`config.mk`:
```
export PLATFORM = sky130hd
export DESIGN_NAME = bounded_array_list_engine_top_flat
export DESIGN_NICKNAME = d
export VERILOG_FILES = /design/src/rtl/bale_pkg.sv /design/src/rtl/bale_chan_if.sv /design/src/rtl/bale_mem.sv /design/src/rtl/bale_ctrl.sv /design/src/rtl/bounded_array_list_engine_top.sv /design/src/flat_wrapper.sv
export SDC_FILE = /design/constraint.sdc
export NUM_CORES = 1
export LEC_CHECK = 0
export ABC_CLOCK_PERIOD_IN_PS = 12460
export BUFFER_PORTS_ARGS = -buffer_cell sky130_fd_sc_hd__buf_2
export CAP_MARGIN = 30
export CELL_PAD_IN_SITES_DETAIL_PLACEMENT = 1
export CELL_PAD_IN_SITES_GLOBAL_PLACEMENT = 1
export CORE_UTILIZATION = 51
export DETAILED_ROUTE_END_ITERATION = 10
export PLACE_DENSITY_LB_ADDON = 0.25
export SYNTH_ARGS = -nofsm -noshare
export SYNTH_HDL_FRONTEND = slang
export SYNTH_SLANG_ARGS = --single-unit
```
`constraint.sdc`:
```
create_clock -name clock -period 12.46 [get_ports clock]
set_input_delay 3.738 -clock clock [delete_from_list [all_inputs] [get_ports clock]]
set_output_delay 3.738 -clock clock [all_outputs]
set_load 0.005 [all_outputs]
```
`src/rtl/bale_pkg.sv`:
```
// ----------------------------------------------------------------------------
// bale_pkg: shared definitions for the bounded array list engine
// Sizes, command and status codes, and the structs passed between modules.
// ----------------------------------------------------------------------------
package bale_pkg;

   localparam int DEPTH    = 16;
   localparam int DATA_W   = 32;
   localparam int ADDR_W   = $clog2(DEPTH);
   localparam int CNT_W    = ADDR_W + 1;
   localparam int CMD_W    = 3;
   localparam int CAP_W    = 5;
   localparam int STATUS_W = 2;

   localparam logic [CAP_W-1:0] CAP_RESET = CAP_W'(DEPTH);

   typedef enum logic [CMD_W-1:0] {
      CMD_APPEND    = 3'd0,
      CMD_INSERT    = 3'd1,
      CMD_OVERWRITE = 3'd2,
      CMD_DELETE    = 3'd3,
      CMD_READ      = 3'd4,
      CMD_FIND      = 3'd5
   } cmd_type;

   typedef enum logic [STATUS_W-1:0] {
      ST_OK       = 2'd0,
      ST_OVERFLOW = 2'd1,
      ST_INVALID  = 2'd2,
      ST_NOTFOUND = 2'd3
   } status_type;

   // Access request from the sequencer to the entry store.
   typedef struct packed {
      logic              we;
      logic [ADDR_W-1:0] waddr;
      logic [DATA_W-1:0] wdata;
      logic              re;
      logic [ADDR_W-1:0] raddr;
   } mem_req_type;

   typedef struct packed {
      logic [DATA_W-1:0] value;
      logic [ADDR_W-1:0] position;
      logic [CNT_W-1:0]  count;
      logic              full_res;
      logic              empty_res;
      status_type        status;
   } rsp_type;

endpackage

```
`src/rtl/bale_chan_if.sv`:
```
// ----------------------------------------------------------------------------
// bale_chan_if: request and response channels
// Valid/ready channels carrying one list command and one command result.
// ----------------------------------------------------------------------------
interface bale_req_if;
   logic                                valid;
   logic                                ready;
   logic        [bale_pkg::CMD_W-1:0]   cmd;
   logic        [bale_pkg::ADDR_W-1:0]  index;
   logic signed [bale_pkg::DATA_W-1:0]  data;

   modport source (output valid, output cmd, output index, output data, input ready);
   modport sink   (input valid, input cmd, input index, input data, output ready);
endinterface

interface bale_rsp_if;
   logic                                 valid;
   logic                                 ready;
   logic signed [bale_pkg::DATA_W-1:0]   value;
   logic        [bale_pkg::ADDR_W-1:0]   position;
   logic        [bale_pkg::CNT_W-1:0]    count;
   logic                                 full_res;
   logic                                 empty_res;
   logic        [bale_pkg::STATUS_W-1:0] status;

   modport source (output valid, output value, output position, output count,
                   output full_res, output empty_res, output status, input ready);
   modport sink   (input valid, input value, input position, input count,
                   input full_res, input empty_res, input status, output ready);
endinterface

```
`src/rtl/bale_mem.sv`:
```
// ----------------------------------------------------------------------------
// bale_mem: entry store
// One write port and one read port, read data registered.
// ----------------------------------------------------------------------------
module bale_mem (
   input  logic                         clock,
   input  bale_pkg::mem_req_type        mem_req,
   output logic [bale_pkg::DATA_W-1:0]  rd_data
);

   logic [bale_pkg::DATA_W-1:0] entries_ff [bale_pkg::DEPTH];
   logic [bale_pkg::DATA_W-1:0] rd_data_ff;

   always_ff @(posedge clock) begin
      if (mem_req.we) begin
         entries_ff[mem_req.waddr] <= mem_req.wdata;
      end
   end

   always_ff @(posedge clock) begin
      if (mem_req.re) begin
         rd_data_ff <= entries_ff[mem_req.raddr];
      end
   end

   assign rd_data = rd_data_ff;

endmodule

```
`src/rtl/bale_ctrl.sv`:
```
// ----------------------------------------------------------------------------
// bale_ctrl: command sequencer
// Decodes a request, walks the entry store for shifts and searches, and holds
// the result in an output register.
// ----------------------------------------------------------------------------
module bale_ctrl (
   input  logic                         clock,
   input  logic                         reset,
   bale_req_if.sink                     req,
   bale_rsp_if.source                   rsp,
   input  logic [bale_pkg::CNT_W-1:0]   cap,
   output bale_pkg::mem_req_type        mem_req,
   input  logic [bale_pkg::DATA_W-1:0]  rd_data
);

   typedef enum logic [4:0] {
      S_IDLE = 5'b00001,
      S_EXEC = 5'b00010,
      S_SCAN = 5'b00100,
      S_TAIL = 5'b01000,
      S_DONE = 5'b10000
   } state_type;

   state_type                    state_ff, state_in;
   logic [bale_pkg::CNT_W-1:0]   count_ff, count_in;
   bale_pkg::cmd_type            cmd_ff, cmd_in;
   logic [bale_pkg::ADDR_W-1:0]  idx_ff, idx_in;
   logic [bale_pkg::DATA_W-1:0]  data_ff, data_in;
   logic [bale_pkg::ADDR_W-1:0]  ptr_ff, ptr_in;
   logic [bale_pkg::ADDR_W-1:0]  last_ff, last_in;
   logic                         issue_ff, issue_in;
   logic                         pend_ff, pend_in;
   logic [bale_pkg::ADDR_W-1:0]  pend_addr_ff, pend_addr_in;
   logic [bale_pkg::DATA_W-1:0]  value_ff, value_in;
   logic [bale_pkg::ADDR_W-1:0]  position_ff, position_in;
   bale_pkg::status_type         status_ff, status_in;
   logic                         rsp_valid_ff, rsp_valid_in;
   bale_pkg::rsp_type            rsp_data_ff, rsp_data_in;

   logic full;
   logic in_range;
   logic last_read;

   assign full      = (count_ff >= cap);
   assign in_range  = (bale_pkg::CNT_W'(idx_ff) < count_ff);
   assign last_read = pend_ff && (pend_addr_ff == last_ff);

   always_comb begin
      state_in     = state_ff;
      count_in     = count_ff;
      cmd_in       = cmd_ff;
      idx_in       = idx_ff;
      data_in      = data_ff;
      ptr_in       = ptr_ff;
      last_in      = last_ff;
      issue_in     = issue_ff;
      pend_in      = pend_ff;
      pend_addr_in = pend_addr_ff;
      value_in     = value_ff;
      position_in  = position_ff;
      status_in    = status_ff;
      rsp_valid_in = rsp_valid_ff;
      rsp_data_in  = rsp_data_ff;
      mem_req      = '0;

      if (rsp_valid_ff && rsp.ready) begin
         rsp_valid_in = 1'b0;
      end

      case (state_ff)
         S_IDLE: begin
            if (req.valid) begin
               cmd_in      = bale_pkg::cmd_type'(req.cmd);
               idx_in      = req.index;
               data_in     = req.data;
               value_in    = '0;
               position_in = '0;
               status_in   = bale_pkg::ST_OK;
               state_in    = S_EXEC;
            end
         end

         S_EXEC: begin
            state_in = S_DONE;
            issue_in = 1'b0;
            pend_in  = 1'b0;
            case (cmd_ff)
               bale_pkg::CMD_APPEND: begin
                  if (full) begin
                     status_in = bale_pkg::ST_OVERFLOW;
                  end else begin
                     mem_req.we    = 1'b1;
                     mem_req.waddr = count_ff[bale_pkg::ADDR_W-1:0];
                     mem_req.wdata = data_ff;
                     count_in      = count_ff + 1'b1;
                  end
               end
               bale_pkg::CMD_INSERT: begin
                  if (!in_range) begin
                     status_in = bale_pkg::ST_INVALID;
                  end else if (full) begin
                     status_in = bale_pkg::ST_OVERFLOW;
                  end else begin
                     // Walk down from the top entry, moving each one up a slot.
                     ptr_in   = bale_pkg::ADDR_W'(count_ff - 1'b1);
                     last_in  = idx_ff;
                     issue_in = 1'b1;
                     state_in = S_SCAN;
                  end
               end
               bale_pkg::CMD_OVERWRITE: begin
                  if (!in_range) begin
                     status_in = bale_pkg::ST_INVALID;
                  end else begin
                     mem_req.we    = 1'b1;
                     mem_req.waddr = idx_ff;
                     mem_req.wdata = data_ff;
                  end
               end
               bale_pkg::CMD_DELETE: begin
                  if (!in_range) begin
                     status_in = bale_pkg::ST_INVALID;
                  end else begin
                     ptr_in   = idx_ff;
                     last_in  = bale_pkg::ADDR_W'(count_ff - 1'b1);
                     issue_in = 1'b1;
                     state_in = S_SCAN;
                  end
               end
               bale_pkg::CMD_READ: begin
                  if (!in_range) begin
                     status_in = bale_pkg::ST_INVALID;
                  end else begin
                     ptr_in   = idx_ff;
                     last_in  = idx_ff;
                     issue_in = 1'b1;
                     state_in = S_SCAN;
                  end
               end
               bale_pkg::CMD_FIND: begin
                  if (count_ff == '0) begin
                     status_in = bale_pkg::ST_NOTFOUND;
                  end else begin
                     ptr_in   = '0;
                     last_in  = bale_pkg::ADDR_W'(count_ff - 1'b1);
                     issue_in = 1'b1;
                     state_in = S_SCAN;
                  end
               end
               default: begin
               end
            endcase
         end

         S_SCAN: begin
            // Issue side: one read per cycle until the last address is out or the walk ends early.
            pend_in = issue_ff;
            if (issue_ff) begin
               mem_req.re   = 1'b1;
               mem_req.raddr = ptr_ff;
               pend_addr_in = ptr_ff;
               if (ptr_ff == last_ff) begin
                  issue_in = 1'b0;
               end else if (cmd_ff == bale_pkg::CMD_INSERT) begin
                  ptr_in = ptr_ff - 1'b1;
               end else begin
                  ptr_in = ptr_ff + 1'b1;
               end
            end

            // Data side: the word read in the previous cycle is used here. The
            // write always lands on the far side of the read pointer, so the
            // two ports never touch the same entry in one cycle.
            if (pend_ff) begin
               case (cmd_ff)
                  bale_pkg::CMD_DELETE: begin
                     if (pend_addr_ff == idx_ff) begin
                        value_in = rd_data;
                     end else begin
                        mem_req.we    = 1'b1;
                        mem_req.waddr = pend_addr_ff - 1'b1;
                        mem_req.wdata = rd_data;
                     end
                     if (last_read) begin
                        count_in = count_ff - 1'b1;
                        state_in = S_DONE;
                     end
                  end
                  bale_pkg::CMD_INSERT: begin
                     mem_req.we    = 1'b1;
                     mem_req.waddr = pend_addr_ff + 1'b1;
                     mem_req.wdata = rd_data;
                     if (last_read) begin
                        state_in = S_TAIL;
                     end
                  end
                  bale_pkg::CMD_READ: begin
                     value_in = rd_data;
                     state_in = S_DONE;
                  end
                  bale_pkg::CMD_FIND: begin
                     if (rd_data == data_ff) begin
                        position_in = pend_addr_ff;
                        state_in    = S_DONE;
                     end else if (last_read) begin
                        status_in = bale_pkg::ST_NOTFOUND;
                        state_in  = S_DONE;
                     end
                  end
                  default: begin
                     state_in = S_DONE;
                  end
               endcase
               if (state_in != S_SCAN) begin
                  issue_in = 1'b0;
                  pend_in  = 1'b0;
               end
            end
         end

         S_TAIL: begin
            mem_req.we    = 1'b1;
            mem_req.waddr = idx_ff;
            mem_req.wdata = data_ff;
            count_in      = count_ff + 1'b1;
            state_in      = S_DONE;
         end

         S_DONE: begin
            if (!rsp_valid_ff || rsp.ready) begin
               rsp_valid_in          = 1'b1;
               rsp_data_in.value     = value_ff;
               rsp_data_in.position  = position_ff;
               rsp_data_in.count     = count_ff;
               rsp_data_in.full_res  = full;
               rsp_data_in.empty_res = (count_ff == '0);
               rsp_data_in.status    = status_ff;
               state_in              = S_IDLE;
            end
         end

         default: begin
            state_in = S_IDLE;
         end
      endcase
   end

   always_ff @(posedge clock) begin
      if (reset) begin
         state_ff     <= S_IDLE;
         count_ff     <= '0;
         issue_ff     <= 1'b0;
         pend_ff      <= 1'b0;
         rsp_valid_ff <= 1'b0;
      end else begin
         state_ff     <= state_in;
         count_ff     <= count_in;
         issue_ff     <= issue_in;
         pend_ff      <= pend_in;
         rsp_valid_ff <= rsp_valid_in;
      end
   end

   always_ff @(posedge clock) begin
      cmd_ff       <= cmd_in;
      idx_ff       <= idx_in;
      data_ff      <= data_in;
      ptr_ff       <= ptr_in;
      last_ff      <= last_in;
      pend_addr_ff <= pend_addr_in;
      value_ff     <= value_in;
      position_ff  <= position_in;
      status_ff    <= status_in;
      rsp_data_ff  <= rsp_data_in;
   end

   assign req.ready     = (state_ff == S_IDLE);
   assign rsp.valid     = rsp_valid_ff;
   assign rsp.value     = rsp_data_ff.value;
   assign rsp.position  = rsp_data_ff.position;
   assign rsp.count     = rsp_data_ff.count;
   assign rsp.full_res  = rsp_data_ff.full_res;
   assign rsp.empty_res = rsp_data_ff.empty_res;
   assign rsp.status    = rsp_data_ff.status;

endmodule

```
`src/rtl/bounded_array_list_engine_top.sv`:
```
// ----------------------------------------------------------------------------
// bounded_array_list_engine_top: bounded ordered list of signed words
// Request channel in, response channel out, one capacity register.
// ----------------------------------------------------------------------------
// Each request on req_chan carries a command, an index and a data word; each
// one produces exactly one response on rsp_chan with the word read or removed,
// the match position, the count, the full and empty flags and a status code.
// The list is kept in a 16-entry single-write, single-read store with a
// registered read. Append and overwrite write the store directly and any
// request rejected by its checks goes straight to its response; read, delete,
// insert and find walk the list, one store read per entry walked, and insert
// writes the new word last. The next request can be taken in the cycle after
// the response is loaded. One request is worked on at a time; req_chan.ready
// is high whenever the sequencer is idle, also while the previous response
// still waits in the output register. If the receiver stalls, that register
// holds its response and a finished request waits until it is taken. Reset
// empties the list and sets the capacity to the full depth; the store itself
// is not cleared, since no entry is read before it is written. The capacity
// is written through csr_write_en and csr_write_data; the user must write it
// only while no request is in flight, which the block does not enforce. Zero
// acts as one and values above the depth act as the depth.
// ----------------------------------------------------------------------------
module bounded_array_list_engine_top (
   input  logic                        clock,
   input  logic                        reset,
   bale_req_if.sink                    req_chan,
   bale_rsp_if.source                  rsp_chan,
   input  logic                        csr_write_en,
   input  logic [bale_pkg::CAP_W-1:0]  csr_write_data
);

   logic [bale_pkg::CAP_W-1:0]  cap_ff, cap_in;
   logic [bale_pkg::CNT_W-1:0]  cap_eff;
   bale_pkg::mem_req_type       mem_req;
   logic [bale_pkg::DATA_W-1:0] rd_data;

   // Capacity register, raw as written.
   always_comb begin
      cap_in = cap_ff;
      if (csr_write_en) begin
         cap_in = csr_write_data;
      end
   end

   always_ff @(posedge clock) begin
      if (reset) begin
         cap_ff <= bale_pkg::CAP_RESET;
      end else begin
         cap_ff <= cap_in;
      end
   end

   // Clamp the register into the range the store supports.
   always_comb begin
      if (cap_ff == '0) begin
         cap_eff = bale_pkg::CNT_W'(1);
      end else if (32'(cap_ff) > bale_pkg::DEPTH) begin
         cap_eff = bale_pkg::CNT_W'(bale_pkg::DEPTH);
      end else begin
         cap_eff = bale_pkg::CNT_W'(cap_ff);
      end
   end

   bale_ctrl u_ctrl (
      .clock   (clock),
      .reset   (reset),
      .req     (req_chan),
      .rsp     (rsp_chan),
      .cap     (cap_eff),
      .mem_req (mem_req),
      .rd_data (rd_data)
   );

   bale_mem u_mem (
      .clock   (clock),
      .mem_req (mem_req),
      .rd_data (rd_data)
   );

   // Only one request is in the sequencer at a time.
   a_one_at_a_time: assert property (@(posedge clock) disable iff (reset)
      (req_chan.valid && req_chan.ready) |=> !req_chan.ready)
      else $error("request accepted while another is in progress");

   // The reported count never exceeds the store depth.
   a_count_bound: assert property (@(posedge clock) disable iff (reset)
      rsp_chan.valid |-> (32'(rsp_chan.count) <= bale_pkg::DEPTH))
      else $error("count beyond depth");

   // An overflow is only ever reported against a full list.
   a_overflow_full: assert property (@(posedge clock) disable iff (reset)
      (rsp_chan.valid && (rsp_chan.status == bale_pkg::ST_OVERFLOW)) |-> rsp_chan.full_res)
      else $error("overflow reported on a list that is not full");

   // A failed search reports position zero.
   a_notfound_pos: assert property (@(posedge clock) disable iff (reset)
      (rsp_chan.valid && (rsp_chan.status == bale_pkg::ST_NOTFOUND))
         |-> (rsp_chan.position == '0))
      else $error("failed search with nonzero position");

endmodule
```
`src/flat_wrapper.sv`:
```
// flat-port wrapper written by rule: the top's interface ports become plain ports
module bounded_array_list_engine_top_flat 
  (clock, reset, csr_write_en, csr_write_data, req_chan_valid, req_chan_cmd, req_chan_index, req_chan_data, req_chan_ready, rsp_chan_valid, rsp_chan_value, rsp_chan_position, rsp_chan_count, rsp_chan_full_res, rsp_chan_empty_res, rsp_chan_status, rsp_chan_ready);
  bale_req_if req_chan_i ();
  bale_rsp_if rsp_chan_i ();
  input  logic clock;
  input  logic reset;
  input  logic csr_write_en;
  input  logic [bale_pkg::CAP_W-1:0] csr_write_data;
  input wire logic [$bits(req_chan_i.valid)-1:0] req_chan_valid;
  input wire logic [$bits(req_chan_i.cmd)-1:0] req_chan_cmd;
  input wire logic [$bits(req_chan_i.index)-1:0] req_chan_index;
  input wire logic [$bits(req_chan_i.data)-1:0] req_chan_data;
  output wire logic [$bits(req_chan_i.ready)-1:0] req_chan_ready;
  output wire logic [$bits(rsp_chan_i.valid)-1:0] rsp_chan_valid;
  output wire logic [$bits(rsp_chan_i.value)-1:0] rsp_chan_value;
  output wire logic [$bits(rsp_chan_i.position)-1:0] rsp_chan_position;
  output wire logic [$bits(rsp_chan_i.count)-1:0] rsp_chan_count;
  output wire logic [$bits(rsp_chan_i.full_res)-1:0] rsp_chan_full_res;
  output wire logic [$bits(rsp_chan_i.empty_res)-1:0] rsp_chan_empty_res;
  output wire logic [$bits(rsp_chan_i.status)-1:0] rsp_chan_status;
  input wire logic [$bits(rsp_chan_i.ready)-1:0] rsp_chan_ready;
  assign req_chan_i.valid = req_chan_valid;
  assign req_chan_i.cmd = req_chan_cmd;
  assign req_chan_i.index = req_chan_index;
  assign req_chan_i.data = req_chan_data;
  assign req_chan_ready = req_chan_i.ready;
  assign rsp_chan_valid = rsp_chan_i.valid;
  assign rsp_chan_value = rsp_chan_i.value;
  assign rsp_chan_position = rsp_chan_i.position;
  assign rsp_chan_count = rsp_chan_i.count;
  assign rsp_chan_full_res = rsp_chan_i.full_res;
  assign rsp_chan_empty_res = rsp_chan_i.empty_res;
  assign rsp_chan_status = rsp_chan_i.status;
  assign rsp_chan_i.ready = rsp_chan_ready;
  bounded_array_list_engine_top u_core (.clock(clock), .reset(reset), .req_chan(req_chan_i), .rsp_chan(rsp_chan_i), .csr_write_en(csr_write_en), .csr_write_data(csr_write_data));
endmodule
```
### After elaboration in Yosys (flattened, before gate mapping)

Memories as Yosys holds them, arrays and structs flattened. A register that Yosys moved wholly into a read port is not among the register bits.
Cells that the tools add are included.

* multiplexer cells: 85
* $lt $le $gt $ge: 3
* add/subtract/negate cells: 6
* reductions and logical operators: 24
* equality and inequality tests: 42

Operators by type and width (number)
* 37-bit 2-to-1 mux: 4
* 37-bit one-hot mux with 2 select lines: 2
* 32-bit one-hot mux with 2 select lines: 2
* 37-bit one-hot mux with 3 select lines: 1
* 5-bit 2-to-1 mux: 21
* 32-bit 2-to-1 mux: 3
* 4-bit 2-to-1 mux: 15
* 5-bit one-hot mux with 3 select lines: 3
* 32-bit == test: 1
* 2-bit != test (second input constant): 14
* 5-bit one-hot mux with 5 select lines: 1
* 3-bit != test (second input constant): 7
* 2-bit 2-to-1 mux: 9
* 4-bit one-hot mux with 2 select lines: 2
* 4-bit one-hot mux with 4 select lines: 1
* 1-bit 2-to-1 mux: 15
* 4-bit == test: 3
* 4-bit one-hot mux with 3 select lines: 1
* 5-bit logical NOT: 2
* 5-bit by 3-bit != test with 1-bit output (second input constant): 2
* 5-bit AND reduction: 2
* 9-bit AND reduction: 1
* 4-bit by 1-bit adder with 4-bit output (second input constant): 2
* 2-bit one-hot mux with 4 select lines: 1
* other kinds (34): 45

* input port bits: 49
* word-level logic and storage cells: 182
* output and inout bits: 47
* flip-flop bits (word level): 152
* bits in writable memories: 512
* memories kept: 1

Memory list
* u_core.u_mem.entries_ff: words 16, width 32, rd ports 1, clocked after memory_dff 1, write ports 1, RTL line bale_mem.sv:11 `logic [bale_pkg::DATA_W-1:0] entries_ff [bale_pkg::DEPTH];`

### Logic depth before layout (Yosys ltp)

Gate-level depths: netlist of run 1.

* depth in word-level cells: 11
* gate-level depth with buffers: 12
* depth with buffers taken out: 11

### Cells and area by module

From an unflattened synthesis of run 1, not the netlist that was laid out.

* cells, all modules: 1411
* area total of the unflattened synthesis: 27403.8 sq um

By module, submodules not included
* bale_mem: area an instance 20155.6 sq um, cells an instance 838, times used 1, seq. area each 16335.7 sq um
* bale_ctrl: area an instance 7035.5 sq um, cells an instance 550, times used 1, seq. area each 4284.1 sq um
* bounded_array_list_engine_top: area an instance 212.7 sq um, cells an instance 23, times used 1, seq. area each 100.1 sq um

### Worst setup path before layout of run 1

OpenSTA, ideal clock, no wires.

* path type: input to register
* start: input port rsp_chan_ready
* end: register u_core.u_ctrl.rsp_data_ff (netlist bit u_core.u_ctrl.rsp.count[0]), enable pin
* data required time: 12007 ps
* path slack: 6119 ps
* buffers on the path: 0
* arrival time: 5889 ps
* setup time: 453 ps
* cell stages on the path: 2
* cells stage by stage: nand2b_1 nor2b_1

* longest elaborated chain between the ends: 2

RTL lines
* start: declaration: RTL line flat_wrapper.sv:22 `input wire logic [$bits(rsp_chan_i.ready)-1:0] rsp_chan_ready;`
* 1-bit logical OR: RTL line bale_ctrl.sv:230 `if (!rsp_valid_ff || rsp.ready) begin`
* 2-bit AND reduction (no source line)
* end signal: assignment: RTL line bale_ctrl.sv:274 `rsp_data_ff <= rsp_data_in;`
* end: declaration: RTL line bale_ctrl.sv:38 `bale_pkg::rsp_type rsp_data_ff, rsp_data_in;`

Every way passes these cells.
A chain may end at the register's enable or synchronous reset.

### Final worst setup path of run 1

* start: register u_core.u_ctrl.state_ff[2]
* end: output port req_chan_ready

* longest elaborated chain between the ends: 1

RTL lines
* start: declaration: RTL line bale_ctrl.sv:24 `state_type state_ff, state_in;`
* start signal: assignment: RTL line bale_ctrl.sv:256 `state_ff <= state_in;`
* 5-bit by 1-bit == test with 1-bit output: RTL line bale_ctrl.sv:277 `assign req.ready = (state_ff == S_IDLE);`
* end: declaration: RTL line flat_wrapper.sv:14 `output wire logic [$bits(req_chan_i.ready)-1:0] req_chan_ready;`

Every way passes these cells.

==> flow_summary_export.csv, run 1 <==
group,metric,value,unit
clocking,clock_latency,0.62,ns
final_layout,instances_no_fill,2518,
timing,finalHoldViolations,0,
clocking,cts_setup_buffers,0,
power,power.internal,3.78,mW
worst_setup_path,crit_arrival,1.62,ns
worst_setup_path,path_class,"flop to output port",
routing,wire_per_inst,30.3,um
outcome,outcome,"finished with violations",
hold_path,min_path_type,"flop to flop",
global_routing,grt_usage,27.6,%
floorplanning,pin_count,96,
power,ir_drop,0.000102,V
timing,rsz0062_at_grt,"false",
power,power_frac_seq,54.3,%
global_routing,grt_pass1_vias,16600,
clocking,clockRootBuffer,"clkbuf_16",
yosys,syn_avg_cell_area,16.9,um^2
clocking,clkTransAtPathRegs,0.06,ns
worst_setup_path,worstSetupStartpointType,"flop",
global_routing,grt_util_met3,4.23,%
final_layout,syn_to_final_growth,13.5,%
yosys,syn_nets,1711,
final_layout,fin_area,31500,um^2
timing,whs,0.418,ns
timing,finClkSkew,0.0245,ns
power,power.net_switching,0.984,mW
floorplanning,chipHeight,235,um
routing,routed_wl,76200,um
yosys,yosys_warnings,0,
floorplanning,core_region_area,53800,um^2
yosys,synth_area_leaders,"edfxtp_1 73%, mux4_2 5.3%, nand2_1 1.8%, nor2_1 1.6%, xor2_1 1.5%",
timing,layout_setup_ws,7.10,ns
yosys,ys.flop_type,"edfxtp_1",
placement,dp_slack,6.99,ns
floorplanning,initial_core_util,51.6,%
global_routing,grt_antenna_before_repair,0,
timing,tightest_slew,1.07,ns
final_layout,drive_above_1_share,20.4,%
clocking,hold_buffers,0,
routing,detail-route-antenna-nets,0,
clocking,cts_tree,"built",
clocking,post_cts_resize_count,0,
worst_setup_path,endpoint_kind,"output port",
floorplanning,die_area,55400,um^2
yosys,yosysSeqAreaShare,74.6,%
yosys,synth_edf_count,678,
clocking,cts_max_level,3,
final_layout,fin_util,58.6,%
placement,gp_congestion,0.792,
global_routing,grt_overflow,0,
placement,placed_cells,2391,
global_routing,grt_pass1_wl,110000,um
global_routing,busiest_layer,"met2",
placement,dp_hpwl,41900,um
timing,drv_slew,0,
yosys,yosys.area.top_type,"edfxtp_1",
timing,finalSetupViolations,0,
final_layout,antennaDiodeCount,0,
flow_run,drv_cap,0,
clocking,numCtsBuffers,73,
global_routing,grt_start_max_net_pins,137,
yosys,yosysMostFrequentCell,"edfxtp_1",
power,fin_total_pwr,4.77,mW
timing,finalCritPeriodShare,43.0,%
yosys,synth.cell_area,27800,um^2
power,power.density,151,nW/um^2
yosys,synth_seq_cells,696,
timing,fin_setup_tns,0,ns
routing,first_iter_violations,1586,
final_layout,nets,1835,
global_routing,grt_use_met1,36.9,%
timing,max_freq,187,MHz
global_routing,grt_util_met2,46.5,%
power,combPwrFrac,1.8,%
floorplanning,die_w,235,um
timing,period_needed,5.36,ns
worst_setup_path,required,8.72,ns
routing,dr.pass1.iters,8,
outcome,violations,"DRC",
placement,io_buffers,95,
power,p_leak,10.8,nW
clocking,cts.sinks,696,
routing,drc,2,
placement,place_area,29200,um^2
power,pwr-share-clk,43.9,%
floorplanning,rows,85,
power,swShare,20.6,%
routing,vias,16000,
timing,relSlewSlack,28.5,%
yosys,synth_top_area_share,73.3,%
yosys,synth_cell_types,67,
worst_setup_path,cp_max_fo,5,
routing,vias_per_cell,6.34,
clocking,cts.path.max_buffers,3,
yosys,synthArstFlopShare,0,%
yosys,yosys-top-cells-count,"678 x edfxtp_1, 130 x nand2_1, 121 x nor2_1, 65 x mux4_2, 57 x a21oi_1",
yosys,synthCells,1647,
[metal layers]
layer | vias up | share of wire [%]
li1 | 6708 | -
met1 | 8356 | 40
met2 | 762 | 50
met5 | - | 0
met4 | 0 | 2.6
met3 | 133 | 7.5
[power groups by stage]
stage / logic [mW] / clock network, mW / registers [mW]
floorplan: 0.0472 / 0 / 2.63
global placement: 0.0806 / 0 / 2.64
detailed placement: 0.0850 / 0 / 2.64
CTS: 0.0871 / 2.11 / 2.59
global route: 0.0931 / 2.18 / 2.59
finish: 0.0870 / 2.09 / 2.59
[layout by cell type, fill, tap and decap left out, types with 5 or more instances in the layout]
cell type / count
a21oi_1: 57
a221oi_1: 10
a221oi_2: 17
a22o_1: 32
a311oi_1: 20
a31oi_1: 6
a32oi_1: 13
and2_1: 37
buf_2: 95
buf_4: 35
clkbuf_1: 11
clkbuf_16: 75
clkinv_1: 19
clkinv_2: 10
dfxtp_1: 18
edfxtp_1: 678
ha_1: 14
inv_1: 18
mux2_2: 6
mux2_4: 17
mux2i_1: 29
mux4_2: 65
nand2_1: 129
nand2b_1: 11
nand3_1: 26
nor2_1: 106
nor2_4: 14
nor2b_1: 22
nor3_1: 11
nor4_1: 12
o21ai_0: 8
o21ai_1: 20
o21bai_1: 13
o221ai_1: 12
o22ai_1: 14
or2_2: 5
xnor2_1: 10
xor2_1: 47
[critical path, cell delays in order, from the launching register on]
cell     delay [ns]
dfxtp_1        0.33
nor2_1         0.25
and4b_1        0.29
buf_2          0.13
[area by class of cell]
type	instances	area [um^2]
clock buffer	86	1920
clock inverter	40	335
fill	4811	22300
inverter	21	83.8
multi-input combinational	844	6750
sequential	696	20700
tap	696	871
timing repair buffer	135	841
[state kept, by name, indices dropped and copies added (netlist names), 2 cells and up]
name	cells
u_core.u_ctrl.cmd_ff	3
u_core.u_mem.rd_data	32
u_core.u_mem.entries_ff	512
u_core.u_ctrl.count_ff	5
u_core.u_ctrl.rsp.status	2
u_core.u_ctrl.ptr_ff	4
u_core.u_ctrl.last_ff	4
u_core.u_ctrl.status_ff	2
u_core.u_ctrl.rsp.position	4
u_core.u_ctrl.data_ff	32
u_core.cap_ff	5
u_core.u_ctrl.state_ff	5
u_core.u_ctrl.idx_ff	4
u_core.u_ctrl.position_ff	4
u_core.u_ctrl.pend_addr_ff	4
u_core.u_ctrl.rsp.count	5
u_core.u_ctrl.rsp.value	32
u_core.u_ctrl.value_ff	32
[cells by family after synthesis]
kind of cell | after synthesis | share of synthesized area (%)
adders and majority gates | 15 | 0.703
DFF | 696 | 74.6
and+or+nand+nor | 403 | 6.79
buffers and inverters | 107 | 1.73
AOI/OAI and AO/OA | 252 | 6.89
xor gates and xnor gates | 57 | 1.80
muxes | 117 | 7.48
[final timing paths]
| path | start | to | slack (ns) | cells after the start |
|---|---|---|---|---|
| hold reg to reg | u_core.u_ctrl.value_ff[22] | u_core.u_ctrl.rsp.value[22] | 0.42 | 0 |
| setup reg to reg | u_core.u_ctrl.pend_addr_ff[2] | u_core.u_mem.entries_ff[4][26] | 7.78 | 8 |
| hold / removal | u_core.u_ctrl.value_ff[22] | u_core.u_ctrl.rsp.value[22] | 0.42 | 0 |
| setup / recovery | u_core.u_ctrl.state_ff[2] | req_chan_ready | 7.10 | 3 |
(Power assumes the default switching activity.)
==> inputs of run 2 (changes only) <==
--- a/config.mk
+++ b/config.mk
@@ -5,7 +5,7 @@
 export SDC_FILE = /design/constraint.sdc
 export NUM_CORES = 1
 export LEC_CHECK = 0
-export ABC_CLOCK_PERIOD_IN_PS = 12460
+export ABC_CLOCK_PERIOD_IN_PS = 5000
 export BUFFER_PORTS_ARGS = -buffer_cell sky130_fd_sc_hd__buf_2
 export CAP_MARGIN = 30
 export CELL_PAD_IN_SITES_DETAIL_PLACEMENT = 1
==> constraint.sdc (replaced) <==
create_clock -name clock -period 5 [get_ports clock]
set_input_delay 1.5 -clock clock [delete_from_list [all_inputs] [get_ports clock]]
set_output_delay 1.5 -clock clock [all_outputs]
set_load 0.005 [all_outputs]
==> run 2 against run 1 <==
Against the previous run: sequential power rose by 150%; utilization rose by 0.11 points; sequential share of layout area fell by 0.12 points; largest cell class unchanged; total power rose by 150%; routed wire length rose by 2.7%; worst hold slack got worse by 0.0020 ns; clock skew barely moved; clock-buffer cell count rose by 12; final cell count barely moved; the flow now finishes without violations; clock power rose by 140%.
==> flow_summary_export.csv, run 2 (same netlist as run 1, synthesis figures left out) <==
group,metric,value,unit
worst_setup_path,startpoint,"u_core.u_ctrl.count_ff[3]",
flow_run,drv_cap,0,
routing,routed_wl,78300,um
clocking,cts.sinks,696,
timing,max_freq,236,MHz
placement,dp_hpwl,47000,um
clocking,clock_latency,0.61,ns
worst_setup_path,required,5.30,ns
timing,finalHoldViolations,0,
worst_setup_path,worstReg2RegStart,"u_core.u_ctrl.count_ff[3]",
worst_setup_path,reg2reg_slack,0.76,ns
timing,drv_slew,0,
outcome,outcome,"completed",
worst_setup_path,worstSetupStartpointType,"flop",
timing,tightest_slew,1.00,ns
routing,first_iter_violations,1676,
floorplanning,die_w,235,um
placement,io_buffers,95,
clocking,numCtsBuffers,73,
placement,placed_cells,2394,
routing,vias,16100,
clocking,clkTransAtPathRegs,0.06,ns
worst_setup_path,r2r_cells,10,
power,ir_drop,0.000297,V
power,p_leak,10.8,nW
worst_setup_path,crit_arrival,4.54,ns
final_layout,instances_no_fill,2520,
floorplanning,die_area,55400,um^2
floorplanning,core_region_area,53800,um^2
worst_setup_path,cp_max_fo,18,
final_layout,syn_to_final_growth,13.7,%
final_layout,final_cell_mix,"678 x edfxtp_1, 130 x nand2_1, 106 x nor2_1, 95 x buf_2, 76 x clkbuf_16",
clocking,post_cts_resize_count,0,
floorplanning,rows,85,
global_routing,grt_start_max_net_pins,101,
final_layout,nets,1838,
global_routing,grt_pass1_wl,115000,um
timing,finClkSkew,0.0241,ns
routing,detail-route-antenna-nets,0,
clocking,cts_setup_buffers,0,
routing,drc,0,
clocking,clockRootBuffer,"clkbuf_16",
routing,wire_per_inst,31.1,um
clocking,cts_max_level,3,
timing,relSlewSlack,33.2,%
routing,dr.pass1.iters,5,
hold_path,min_path_type,"flop to flop",
worst_setup_path,endpoint_kind,"flop",
timing,finalCritPeriodShare,84.8,%
final_layout,largest_reg_flops,512,
final_layout,layout_commonest_cell,"edfxtp_1",
clocking,hold_buffers,0,
floorplanning,chipHeight,235,um
final_layout,fin_util,58.7,%
global_routing,grt_usage,28.7,%
timing,finalSetupViolations,0,
routing,vias_per_cell,6.38,
power,power.density,372,nW/um^2
worst_setup_path,worstSetupEndpoint,"u_core.u_mem.entries_ff[2][18]",
final_layout,antennaDiodeCount,0,
worst_setup_path,r2r_end,"u_core.u_mem.entries_ff[2][18]",
global_routing,grt_overflow,0,
worst_setup_path,path_class,"flop to flop",
global_routing,grt_pass1_vias,17000,
floorplanning,pin_count,96,
clocking,cts_tree,"built",
placement,gp_congestion,0.837,
final_layout,regMostFlops,"u_core.u_mem.entries_ff",
clocking,cts.path.max_buffers,3,
timing,period_needed,4.24,ns
floorplanning,initial_core_util,51.6,%
global_routing,grt_antenna_before_repair,2,
timing,rsz0062_at_grt,"false",
final_layout,drive_above_1_share,20.3,%
## run 2: cell count changes in the layout (fill, tap and decap cells not counted), moves of 2 or more
cell	previous run	this run
buf_12	3	11
buf_4	35	29
bufinv_16	4	2
clkbuf_1	11	22
clkinv_1	19	11
## run 2: worst min path at each step
| stage | from | end | slack (ns) | depth (start not counted) |
|---|---|---|---|---|
| after floorplan | u_core.u_ctrl.position_ff[0] | u_core.u_ctrl.rsp.position[0] | 0.40 | 0 |
| after global placement | u_core.u_ctrl.value_ff[27] | u_core.u_ctrl.rsp.value[27] | 0.40 | 0 |
| after detailed placement | u_core.u_ctrl.value_ff[8] | u_core.u_ctrl.rsp.value[8] | 0.41 | 0 |
| after CTS | u_core.u_ctrl.value_ff[25] | u_core.u_ctrl.rsp.value[25] | 0.42 | 0 |
| after global routing | u_core.u_ctrl.value_ff[30] | u_core.u_ctrl.rsp.value[30] | 0.42 | 0 |
| final | u_core.u_ctrl.value_ff[29] | u_core.u_ctrl.rsp.value[29] | 0.42 | 0 |
## run 2: worst max-delay path, cell delays in order, from the launching register on
cell      delay, ns
dfxtp_1        0.55
inv_1          0.17
ha_1           0.32
o21a_1         0.12
nor2_1         0.06
o311ai_0       0.57
a21boi_1       0.22
a221oi_1       0.58
nand2_1        0.44
nor2_4         0.63
buf_12         0.26
## run 2: through the flow
stage	instance area [um^2]	power [mW]	hold WS [ns]	TNS, ns	worst slack [ns]
floorplan	27800	6.67	0.400	-62.18	-0.972
global placement	29300	6.78	0.400	0	0.749
detailed placement	29400	6.79	0.405	0	0.533
CTS	31600	11.8	0.418	0	0.492
global route	31600	12.0	0.425	0	0.662
finish	31600	11.8	0.416	0	0.761
## run 2: routing by layer
metal	wire length, um	vias up	GRT usage (%)	part of all wire, %
met5	0	-	0	0
met4	2140	0	9.70	2.7
met3	6490	141	5.69	8.3
met2	38200	798	47.2	49
met1	31500	8414	38.6	40
li1	-	6716	-	-
## run 2: area by class of cell
type / instances / area (um^2)
timing repair buffer: 138 / 973
multi-input combinational: 844 / 6750
inverter: 21 / 83.8
tap: 696 / 871
clock buffer: 98 / 1980
sequential: 696 / 20700
fill: 4758 / 22200
clock inverter: 27 / 198
## run 2: where the power goes
| group | switching, mW | internal [mW] | leakage (nW) |
|---|---|---|---|
| combinational | 0.146 | 0.0694 | 3.05 |
| sequential | 0.0566 | 6.40 | 6.71 |
| clock | 2.20 | 2.89 | 1.07 |
| total | 2.40 | 9.36 | 10.8 |
